===== src/rtl/sshc_pkg.sv =====
// Shared widths, limits and register indexes for the sensor spike filter.
package sshc_pkg;

    localparam int unsigned READING_W = 15;
    localparam int unsigned HUMID_OUT_W = 10;
    localparam int unsigned LEVEL_W = 8;
    localparam int unsigned COUNT_W = 4;
    localparam int unsigned SCALED_W = 12;
    localparam int unsigned CFG_ADDR_W = 3;
    localparam int unsigned CFG_DATA_W = 15;
    localparam int unsigned NUM_CHANNELS = 4;

    localparam logic [READING_W-1:0] HUMID_MAX = 15'd1000;
    localparam logic [READING_W-1:0] TEMP_HIGH_LIMIT = 15'd1700;
    localparam logic [READING_W-1:0] TEMP_LOW_LIMIT = 15'd100;
    localparam logic [READING_W-1:0] HUMID_LOW_LIMIT = 15'd10;
    localparam logic [READING_W-1:0] JUMP_THRESHOLD_RST = 15'd50;
    localparam logic [COUNT_W-1:0] CONFIRM_COUNT_RST = 4'd5;
    localparam logic [COUNT_W-1:0] COUNT_MAX = 4'd15;

    typedef enum logic [CFG_ADDR_W-1:0] {
        CFG_HEAT_ON_BELOW   = 3'd0,
        CFG_HEAT_OFF_AT     = 3'd1,
        CFG_HUMID_ON_AT     = 3'd2,
        CFG_HUMID_OFF_BELOW = 3'd3,
        CFG_JUMP_THRESHOLD  = 3'd4,
        CFG_CONFIRM_COUNT   = 3'd5
    } t_cfg_idx;

endpackage


===== src/rtl/sensor_spike_filter_hysteresis_ctrl.sv =====
// Two-sensor spike filter with heat and humidify hysteresis requests.
//
//  channel | direction | handshake                 | payload
//  --------+-----------+---------------------------+------------------------------------
//  input   | in        | i_in_valid / o_in_ready   | readings, fresh flags, alive, manual
//  result  | out       | o_out_valid / i_out_ready | filtered readings, requests, ok
//  config  | in        | i_cfg_we (no wait)        | i_cfg_addr, i_cfg_wdata
//
// One beat per cycle sustained while the result is not stalled; an accepted beat loads
// stage one and then the result register, whose load raises o_out_valid.
// Stage one updates the references and jump counters on acceptance; stage two
// runs the hysteresis on the new references and loads the result register.
// A stalled result holds stage two, and input is taken only while stage one can move on.
// Synchronous active-low reset clears references, counters, flags and valids.
module sensor_spike_filter_hysteresis_ctrl (
    input  logic                                i_clk,
    input  logic                                i_rst_n,
    input  logic                                i_in_valid,
    output logic                                o_in_ready,
    input  logic [sshc_pkg::READING_W-1:0]      i_temp_a,
    input  logic [sshc_pkg::READING_W-1:0]      i_humid_a,
    input  logic                                i_fresh_a,
    input  logic [sshc_pkg::READING_W-1:0]      i_temp_b,
    input  logic [sshc_pkg::READING_W-1:0]      i_humid_b,
    input  logic                                i_fresh_b,
    input  logic                                i_sensor_alive,
    input  logic                                i_manual_active,
    output logic                                o_out_valid,
    input  logic                                i_out_ready,
    output logic [sshc_pkg::READING_W-1:0]      o_filt_temp_a,
    output logic [sshc_pkg::HUMID_OUT_W-1:0]    o_filt_humid_a,
    output logic [sshc_pkg::READING_W-1:0]      o_filt_temp_b,
    output logic [sshc_pkg::HUMID_OUT_W-1:0]    o_filt_humid_b,
    output logic                                o_heat_request,
    output logic                                o_humidify_request,
    output logic                                o_sensor_ok,
    input  logic                                i_cfg_we,
    input  logic [sshc_pkg::CFG_ADDR_W-1:0]     i_cfg_addr,
    input  logic [sshc_pkg::CFG_DATA_W-1:0]     i_cfg_wdata
);

    localparam int unsigned RW = sshc_pkg::READING_W;
    localparam int unsigned CW = sshc_pkg::COUNT_W;
    localparam int unsigned SW = sshc_pkg::SCALED_W;

    // configuration
    logic [sshc_pkg::LEVEL_W-1:0] r_heat_on_below, r_heat_off_at;
    logic [sshc_pkg::LEVEL_W-1:0] r_humid_on_at, r_humid_off_below;
    logic [RW-1:0]                r_jump_threshold;
    logic [CW-1:0]                r_confirm_count;

    // filter state, order temp_a, humid_a, temp_b, humid_b
    logic [RW-1:0] r_ref [sshc_pkg::NUM_CHANNELS];
    logic [CW-1:0] r_cnt [sshc_pkg::NUM_CHANNELS];
    logic [RW-1:0] n_ref [sshc_pkg::NUM_CHANNELS];
    logic [CW-1:0] n_cnt [sshc_pkg::NUM_CHANNELS];
    logic [RW-1:0] now   [sshc_pkg::NUM_CHANNELS];
    logic          fresh [sshc_pkg::NUM_CHANNELS];

    // stage one control
    logic r_s1_valid, r_s1_alive, r_s1_manual;

    // result and hysteresis state
    logic          r_out_valid;
    logic          r_heat_flag, r_humid_flag, r_ok_flag;
    logic          n_heat_flag, n_humid_flag, n_ok_flag;
    logic [RW-1:0] r_filt_temp_a, r_filt_temp_b;
    logic [sshc_pkg::HUMID_OUT_W-1:0] r_filt_humid_a, r_filt_humid_b;

    logic          out_free, s1_move, in_take;
    logic [RW-1:0] sat_humid_a, sat_humid_b;
    logic [SW-1:0] heat_on10, heat_off10, humid_on10, humid_off10;

    function automatic logic [RW-1:0] sat_humid(input logic [RW-1:0] v);
        return (v > sshc_pkg::HUMID_MAX) ? sshc_pkg::HUMID_MAX : v;
    endfunction

    // times ten as shift and add; 255 * 10 fits in twelve bits
    function automatic logic [SW-1:0] times_ten(input logic [sshc_pkg::LEVEL_W-1:0] v);
        logic [SW-1:0] w;
        w = SW'(v);
        return (w << 3) + (w << 1);
    endfunction

    assign out_free   = !r_out_valid || i_out_ready;
    assign s1_move    = r_s1_valid && out_free;
    assign o_in_ready = !r_s1_valid || out_free;
    assign in_take    = i_in_valid && o_in_ready;

    // configuration writes
    always_ff @(posedge i_clk) begin
        if (!i_rst_n) begin
            r_heat_on_below   <= '0;
            r_heat_off_at     <= '0;
            r_humid_on_at     <= '0;
            r_humid_off_below <= '0;
            r_jump_threshold  <= sshc_pkg::JUMP_THRESHOLD_RST;
            r_confirm_count   <= sshc_pkg::CONFIRM_COUNT_RST;
        end else if (i_cfg_we) begin
            unique case (sshc_pkg::t_cfg_idx'(i_cfg_addr))
                sshc_pkg::CFG_HEAT_ON_BELOW:   r_heat_on_below   <= i_cfg_wdata[7:0];
                sshc_pkg::CFG_HEAT_OFF_AT:     r_heat_off_at     <= i_cfg_wdata[7:0];
                sshc_pkg::CFG_HUMID_ON_AT:     r_humid_on_at     <= i_cfg_wdata[7:0];
                sshc_pkg::CFG_HUMID_OFF_BELOW: r_humid_off_below <= i_cfg_wdata[7:0];
                sshc_pkg::CFG_JUMP_THRESHOLD:  r_jump_threshold  <= i_cfg_wdata[RW-1:0];
                sshc_pkg::CFG_CONFIRM_COUNT:   r_confirm_count   <= i_cfg_wdata[CW-1:0];
                default: ;
            endcase
        end
    end

    assign now[0]   = i_temp_a;
    assign now[1]   = i_humid_a;
    assign now[2]   = i_temp_b;
    assign now[3]   = i_humid_b;
    assign fresh[0] = i_fresh_a;
    assign fresh[1] = i_fresh_a;
    assign fresh[2] = i_fresh_b;
    assign fresh[3] = i_fresh_b;

    // spike filter, one lane per reading
    always_comb begin
        logic [RW-1:0] diff;
        logic [CW-1:0] cnt_inc;
        for (int k = 0; k < sshc_pkg::NUM_CHANNELS; k++) begin
            n_ref[k] = r_ref[k];
            n_cnt[k] = r_cnt[k];
            diff     = (r_ref[k] > now[k]) ? (r_ref[k] - now[k]) : (now[k] - r_ref[k]);
            cnt_inc  = (r_cnt[k] < sshc_pkg::COUNT_MAX) ? (r_cnt[k] + CW'(1)) : r_cnt[k];
            if (fresh[k]) begin
                if (r_ref[k] == '0) begin
                    // empty reference: take the reading, leave the counter alone
                    n_ref[k] = now[k];
                end else if (diff >= r_jump_threshold) begin
                    if (cnt_inc >= r_confirm_count) begin
                        n_cnt[k] = '0;
                        n_ref[k] = now[k];
                    end else begin
                        n_cnt[k] = cnt_inc;
                    end
                end else begin
                    n_cnt[k] = '0;
                    n_ref[k] = now[k];
                end
            end
        end
    end

    always_ff @(posedge i_clk) begin
        if (!i_rst_n) begin
            r_s1_valid <= 1'b0;
            for (int k = 0; k < sshc_pkg::NUM_CHANNELS; k++) begin
                r_ref[k] <= '0;
                r_cnt[k] <= '0;
            end
        end else begin
            if (in_take) begin
                r_s1_valid <= 1'b1;
                for (int k = 0; k < sshc_pkg::NUM_CHANNELS; k++) begin
                    r_ref[k] <= n_ref[k];
                    r_cnt[k] <= n_cnt[k];
                end
            end else if (s1_move) begin
                r_s1_valid <= 1'b0;
            end
        end
    end

    always_ff @(posedge i_clk) begin
        if (in_take) begin
            r_s1_alive  <= i_sensor_alive;
            r_s1_manual <= i_manual_active;
        end
    end

    // hysteresis on the references left by the beat in stage one
    assign sat_humid_a = sat_humid(r_ref[1]);
    assign sat_humid_b = sat_humid(r_ref[3]);
    assign heat_on10   = times_ten(r_heat_on_below);
    assign heat_off10  = times_ten(r_heat_off_at);
    assign humid_on10  = times_ten(r_humid_on_at);
    assign humid_off10 = times_ten(r_humid_off_below);

    always_comb begin
        n_heat_flag  = r_heat_flag;
        n_humid_flag = r_humid_flag;
        n_ok_flag    = r_ok_flag;
        if (!r_s1_manual) begin
            if (r_s1_alive) begin
                n_ok_flag = 1'b1;
                if (r_ref[0] > sshc_pkg::TEMP_HIGH_LIMIT || r_ref[0] < sshc_pkg::TEMP_LOW_LIMIT)
                    n_heat_flag = 1'b0;
                if (r_ref[0] > sshc_pkg::TEMP_LOW_LIMIT && r_ref[0] < RW'(heat_on10))
                    n_heat_flag = 1'b1;
                if (r_ref[0] >= RW'(heat_off10))
                    n_heat_flag = 1'b0;
                if (sat_humid_a > sshc_pkg::HUMID_LOW_LIMIT && sat_humid_a >= RW'(humid_on10))
                    n_humid_flag = 1'b1;
                if (sat_humid_a < RW'(humid_off10))
                    n_humid_flag = 1'b0;
            end else begin
                // sensor lost: drop both requests
                n_ok_flag    = 1'b0;
                n_heat_flag  = 1'b0;
                n_humid_flag = 1'b0;
            end
        end
    end

    always_ff @(posedge i_clk) begin
        if (!i_rst_n) begin
            r_out_valid  <= 1'b0;
            r_heat_flag  <= 1'b0;
            r_humid_flag <= 1'b0;
            r_ok_flag    <= 1'b0;
        end else begin
            if (s1_move) begin
                r_out_valid  <= 1'b1;
                r_heat_flag  <= n_heat_flag;
                r_humid_flag <= n_humid_flag;
                r_ok_flag    <= n_ok_flag;
            end else if (i_out_ready) begin
                r_out_valid <= 1'b0;
            end
        end
    end

    always_ff @(posedge i_clk) begin
        if (s1_move) begin
            r_filt_temp_a  <= r_ref[0];
            r_filt_humid_a <= sat_humid_a[sshc_pkg::HUMID_OUT_W-1:0];
            r_filt_temp_b  <= r_ref[2];
            r_filt_humid_b <= sat_humid_b[sshc_pkg::HUMID_OUT_W-1:0];
        end
    end

    assign o_out_valid        = r_out_valid;
    assign o_filt_temp_a      = r_filt_temp_a;
    assign o_filt_humid_a     = r_filt_humid_a;
    assign o_filt_temp_b      = r_filt_temp_b;
    assign o_filt_humid_b     = r_filt_humid_b;
    assign o_heat_request     = r_heat_flag;
    assign o_humidify_request = r_humid_flag;
    assign o_sensor_ok        = r_ok_flag;

endmodule

===== config.mk =====
export PLATFORM = sky130hd
export DESIGN_NAME = sensor_spike_filter_hysteresis_ctrl
export DESIGN_NICKNAME = d
export VERILOG_FILES = /design/src/rtl/sshc_pkg.sv /design/src/rtl/sensor_spike_filter_hysteresis_ctrl.sv
export SDC_FILE = /design/constraint.sdc
export NUM_CORES = 1
export LEC_CHECK = 0
export BUFFER_PORTS_ARGS = -buffer_cell sky130_fd_sc_hd__buf_2
export CORE_ASPECT_RATIO = 1.5
export CORE_MARGIN = 1.5
export CORE_UTILIZATION = 62
export DETAILED_ROUTE_END_ITERATION = 12
export GPL_TIMING_DRIVEN = 0
export PLACE_DENSITY = 0.82
export SYNTH_ARGS = -nofsm -noshare
export SYNTH_HDL_FRONTEND = slang
export SYNTH_SLANG_ARGS = --single-unit

===== constraint.sdc =====
create_clock -name i_clk -period 5.22 [get_ports i_clk]
set_input_delay 0 -clock i_clk [delete_from_list [all_inputs] [get_ports i_clk]]
set_output_delay 0 -clock i_clk [all_outputs]
set_load 0.03 [all_outputs]

== Word level (Yosys, flattened, before mapping) ==
Memory sizes are Yosys's and may differ from the RTL's.
Cells that the tools add are included.

* $add $sub $neg: 16
* Order comparisons: 26
* Eq/ne operators: 7
* Muxes and demuxes: 65
* Bitwise logic cells: 9
* Reductions and logical operators: 25

{| class="wikitable"
|+ Operators with widths
! kind !! count
|-
| 15-bit 2-to-1 mux || 25
|-
| 15-bit subtractor || 8
|-
| 4-bit 2-to-1 mux || 24
|-
| 15-bit >= comparator || 4
|-
| 15-bit > comparator || 4
|-
| 15-bit zero test || 4
|-
| 11-bit by 9-bit adder with 12-bit output || 4
|-
| 15-bit by 12-bit >= comparator with 1-bit output || 2
|-
| 15-bit by 10-bit > comparator with 1-bit output (second input constant) || 2
|-
| 15-bit by 12-bit less-than comparator with 1-bit output || 2
|-
| 4-bit by 1-bit adder with 4-bit output (second input constant) || 4
|-
| 4-bit >= comparator || 4
|-
| 4-bit less-than comparator (second input constant) || 4
|-
| 1-bit 2-to-1 mux || 16
|-
| 15-bit by 11-bit > comparator with 1-bit output (second input constant) || 1
|-
| 15-bit by 4-bit > comparator with 1-bit output (second input constant) || 1
|-
| 15-bit by 7-bit > comparator with 1-bit output (second input constant) || 1
|-
| 15-bit by 7-bit less-than comparator with 1-bit output (second input constant) || 1
|-
| 2-bit AND reduction || 7
|-
| 1-bit bitwise OR || 8
|-
| 3-bit by 2-bit == test with 1-bit output (second input constant) || 2
|-
| 3-bit == test (second input constant) || 2
|-
| 3-bit AND reduction || 2
|-
| 1-bit logical AND || 4
|-
| 8 further kinds || 12
|}

* Bits in registers: 108
* Bits in writable memories: 76
* Logic and storage cells: 167
* Memories kept: 2

{| class="wikitable"
|+ Memory list
! name !! depth !! width !! read ports !! clocked after Yosys merged registers in !! wr ports !! line !! RTL
|-
| r_ref || 4 || 15 || 4 || 0 || 4 || sensor_spike_filter_hysteresis_ctrl.sv:53 || <nowiki>logic [RW-1:0] r_ref [sshc_pkg::NUM_CHANNELS];</nowiki>
|-
| r_cnt || 4 || 4 || 4 || 0 || 4 || sensor_spike_filter_hysteresis_ctrl.sv:54 || <nowiki>logic [CW-1:0] r_cnt [sshc_pkg::NUM_CHANNELS];</nowiki>
|}

== Longest topological paths before layout ==
* Depth in word-level cells: 8
* Gate-level depth with buffers: 19
* Mapped depth without buffers: 18

== Worst setup path after synthesis ==
No wires, ideal clock.

* Path kind: reg2reg
* Start: memory r_ref[1][8] in the netlist's numbering
* End: memory r_ref[1][0] in the netlist's numbering (enable)
* Library setup time: 369 ps
* Data arrival time: 4161 ps
* Required time: 4851 ps
* Slack: 690 ps
* Stages on the path, launching flop included: 19
* Path buffers: 2
* Clock period less this slack: 4530 ps
* Path through: edfxtp_1 -> ha_1 -> buf_6 -> a21o_1 -> a21oi_2 -> o21bai_1 -> a31o_1 -> o21ai_4 -> buf_6 -> mux2i_1 -> xnor2_1 -> ha_1 -> a21o_1 -> a21o_1 -> a21o_1 -> nor3_1 -> o21ai_0 -> a221oi_1 -> o21a_1

{| class="wikitable"
|+ RTL lines
! element !! line
|-
| start: declaration || sensor_spike_filter_hysteresis_ctrl.sv:53
|}

==> impl_metrics.json <==
{
  "status": "completed",
  "ys_seq_area_share_pct": 30.5,
  "grtUsageTotal_pct": 33.0,
  "fmax_ghz": 0.198,
  "period_needed_ps": 5060,
  "regArea_um2": 4960,
  "startpoint_type": "flop",
  "hp-class": "in -> reg",
  "dp.cells": 2299,
  "nFillCells": 1979,
  "clock-sinks": 184,
  "drive_above_1_share_pct": 11.5,
  "cts_tree": "yes",
  "netlist_area_um2": 16300,
  "io_pins": 142,
  "critPathMaxFanout": 15,
  "grt_pass1_vias": 14800,
  "clk_pin_slew_ps": 80,
  "cts_buffers": 17,
  "gp_congestion": 0.916,
  "numPortBuffers": 140,
  "root_buffer": "clkbuf_16",
  "wl_um": 44400,
  "worst_pin_slew_ps": 1090,
  "syn_inst": 1822,
  "r2r-end": "r_ref[1][11]$_SDFFCE_PN0P_",
  "leakagePower_nw": 8.72,
  "skew_ps": 10.8,
  "area_growth_pct": 16.1,
  "layout_setup_ws_ps": 161,
  "ys_ff_latch": 184,
  "dieArea_um2": 27200,
  "htreeDepth": 4,
  "drv_cap": 0,
  "avgRoutedWirePerCell_um": 18.4,
  "num-nets-final": 2431,
  "drc": 0,
  "peakVddDrop_mv": 0.274,
  "layoutNonFillerInstCount": 2416,
  "max-clock-path-buffers": 2,
  "vias": 14400,
  "synth_edf_count": 128,
  "synth-async-reset-ratio_pct": 0,
  "synthFlopType": "edfxtp_1",
  "start_util_pct": 63.1,
  "die_x_um": 135,
  "clk_latency_ps": 480,
  "finalHoldViolCount": 0,
  "r2r_setup_slack_ps": 160,
  "crit_path_end": "r_ref[1][11]$_SDFFCE_PN0P_",
  "endpoint_kind": "flop",
  "cp-startpoint": "r_ref[1][4]$_SDFFCE_PN0P_",
  "setup_viol": 0,
  "ant_nets": 0,
  "relSlewSlack_pct": 26.1,
  "synth_cell_types": 76,
  "path_class": "reg -> reg",
  "pre_cts_slack_ps": -412,
  "cp_data_arrival_time_ps": 5210,
  "coreArea_um2": 25800,
  "n_antenna_cell": 0,
  "reg2reg_from": "r_ref[1][4]$_SDFFCE_PN0P_",
  "dieHeight_um": 201,
  "dp_hpwl_um": 33500,
  "avgSynthCellArea_um2": 8.92,
  "drt_iter0_markers": 789,
  "fin_util_pct": 73.2,
  "ys.warnings.count": 0,
  "multi_input_area_um2": 10400,
  "vias_per_cell": 5.96,
  "final.period_utilization_pct": 96.9,
  "powerDensity_nw_per_um2": 298,
  "grt_max_degree": 30,
  "drt_first_pass_iters": 5,
  "rows": 72,
  "grt_pass1_wl_um": 70800,
  "antenna_found_initial": 0,
  "worst_r2r_path_depth": 19,
  "slew_viol_final": 0,
  "grt_overflow": 0,
  "cp.required_ps": 5380
}
## placed cells by master, fill, tap and decap left out, types with 34 or more instances in the layout
cell           instances
nand2_1              176
xor2_1                34
edfxtp_1             128
o21ai_0               77
dlygate4sd3_1         82
nor2b_1               36
a21boi_0              41
inv_1                178
nor2_1               164
a21o_1                71
xnor2_1               46
buf_2                157
ha_1                 262
dfxtp_1               56
a21oi_1              114
mux2i_1               60
## power by group
| part | internal (mW) | leakage, nW | switching, mW |
|---|---|---|---|
| clock network | 0.662 | 0.290 | 0.654 |
| logic | 1.06 | 6.70 | 1.41 |
| registers | 1.71 | 1.73 | 0.124 |
## flip-flops by register name (all words and copies together) (netlist names), 4 cells and up
register / flops
o_filt_humid_b: 10
o_filt_temp_a: 15
r_heat_on_below: 8
r_heat_off_at: 8
o_filt_humid_a: 10
r_cnt: 16
r_confirm_count: 4
r_ref: 60
r_humid_off_below: 8
r_humid_on_at: 8
o_filt_temp_b: 15
r_jump_threshold: 15
## cell usage after synthesis (37+ instances only)
cell type	number	share of area, %
ha_1	262	20
inv_1	178	4.1
nand2_1	176	4.1
nor2_1	164	3.8
edfxtp_1	128	24
a21oi_1	114	3.5
o21ai_0	77	2.4
a21o_1	71	3.3
mux2i_1	60	3.7
dfxtp_1	56	6.9
xnor2_1	46	2.5
a21boi_0	41	1.9
nor2b_1	37	1.4
## timing repair
item                                    in CTS  in global routing
hold buffers                                82                  0
pin swaps                                    0                  2
endpoints found under the hold margin      115                  0
buffers inserted                             0                  3
endpoints found under the setup margin      30                 60
gates resized for setup                      5                  3
## worst max-delay path: stages (launching register included)
cell	delay (ps)
edfxtp_1	470
ha_1	300
buf_2	170
a211oi_1	270
nand2b_1	90
o22ai_1	300
nor3_1	130
o21ai_4	290
buf_6	220
mux2i_1	240
xnor2_1	200
ha_1	310
a21o_1	180
a21o_1	190
a21o_1	190
nor3_1	170
o21ai_0	180
a221oi_2	350
buf_4	200
o21a_4	290
## area by class of cell
class | instances | share of cell area [%]
Multi-Input combinational cell | 1407 | 55.1
Timing Repair Buffer | 226 | 8.29
Buffer | 56 | 1.49
Inverter | 178 | 3.54
Clock buffer | 19 | 2.41
Clock inverter | 13 | 0.676
Sequential cell | 184 | 26.3
Tap cell | 333 | 2.21
## metrics by stage
| stage | area [um2] | total power, mW | hold slack (ps) | setup TNS [ps] |
|---|---|---|---|---|
| 3_5_place_dp | 17400 | 4.18 | 179 | -9570 |
| 4_1_cts | 18800 | 5.55 | 2.85 | 0 |
| 2_1_floorplan | 16300 | 3.58 | 98.9 | 0 |
| 6_report | 18900 | 5.62 | 9.29 | 0 |
| 5_1_grt | 18900 | 5.96 | 74.8 | -483 |
| 3_3_place_gp | 17400 | 4.10 | 179 | -8390 |
## cells by family (layout without fill, tap and decap cells)
family | Yosys count | after routing | share of synthesized area [%]
and+or+nand+nor | 539 | 539 | 15.5
AOI/OAI and AO/OA | 445 | 445 | 18.1
adders and majority gates | 274 | 274 | 21.6
buffers and inverters | 234 | 492 | 5.83
DFF | 184 | 184 | 30.5
xor gates and xnor gates | 80 | 80 | 4.31
muxes | 65 | 65 | 4.04
other | 1 | 4 | 0.0231
## worst min-delay path by stage
stage | start | slack [ps] | depth (start not counted) | to
4_1_cts | i_cfg_addr[0] | 3 | 4 | r_humid_on_at[5]$_SDFFE_PN0P_
3_3_place_gp | i_sensor_alive | 180 | 1 | r_s1_alive$_DFFE_PP_
5_1_grt | i_cfg_addr[0] | 70 | 4 | r_humid_on_at[6]$_SDFFE_PN0P_
2_1_floorplan | i_sensor_alive | 100 | 0 | r_s1_alive$_DFFE_PP_
6_report | i_cfg_addr[0] | 9 | 4 | r_humid_on_at[5]$_SDFFE_PN0P_
3_5_place_dp | i_sensor_alive | 180 | 1 | r_s1_alive$_DFFE_PP_
## layer usage
layer / vias to the layer above / wire length (um) / track usage, %
li1: 6917 / - / -
met1: 6822 / 16600 / 35.7
met2: 495 / 23100 / 60.4
met3: 170 / 2140 / 4.61
met4: 0 / 2460 / 19.0
met5: - / 0 / 0
Power figures use the tool's default switching activity.
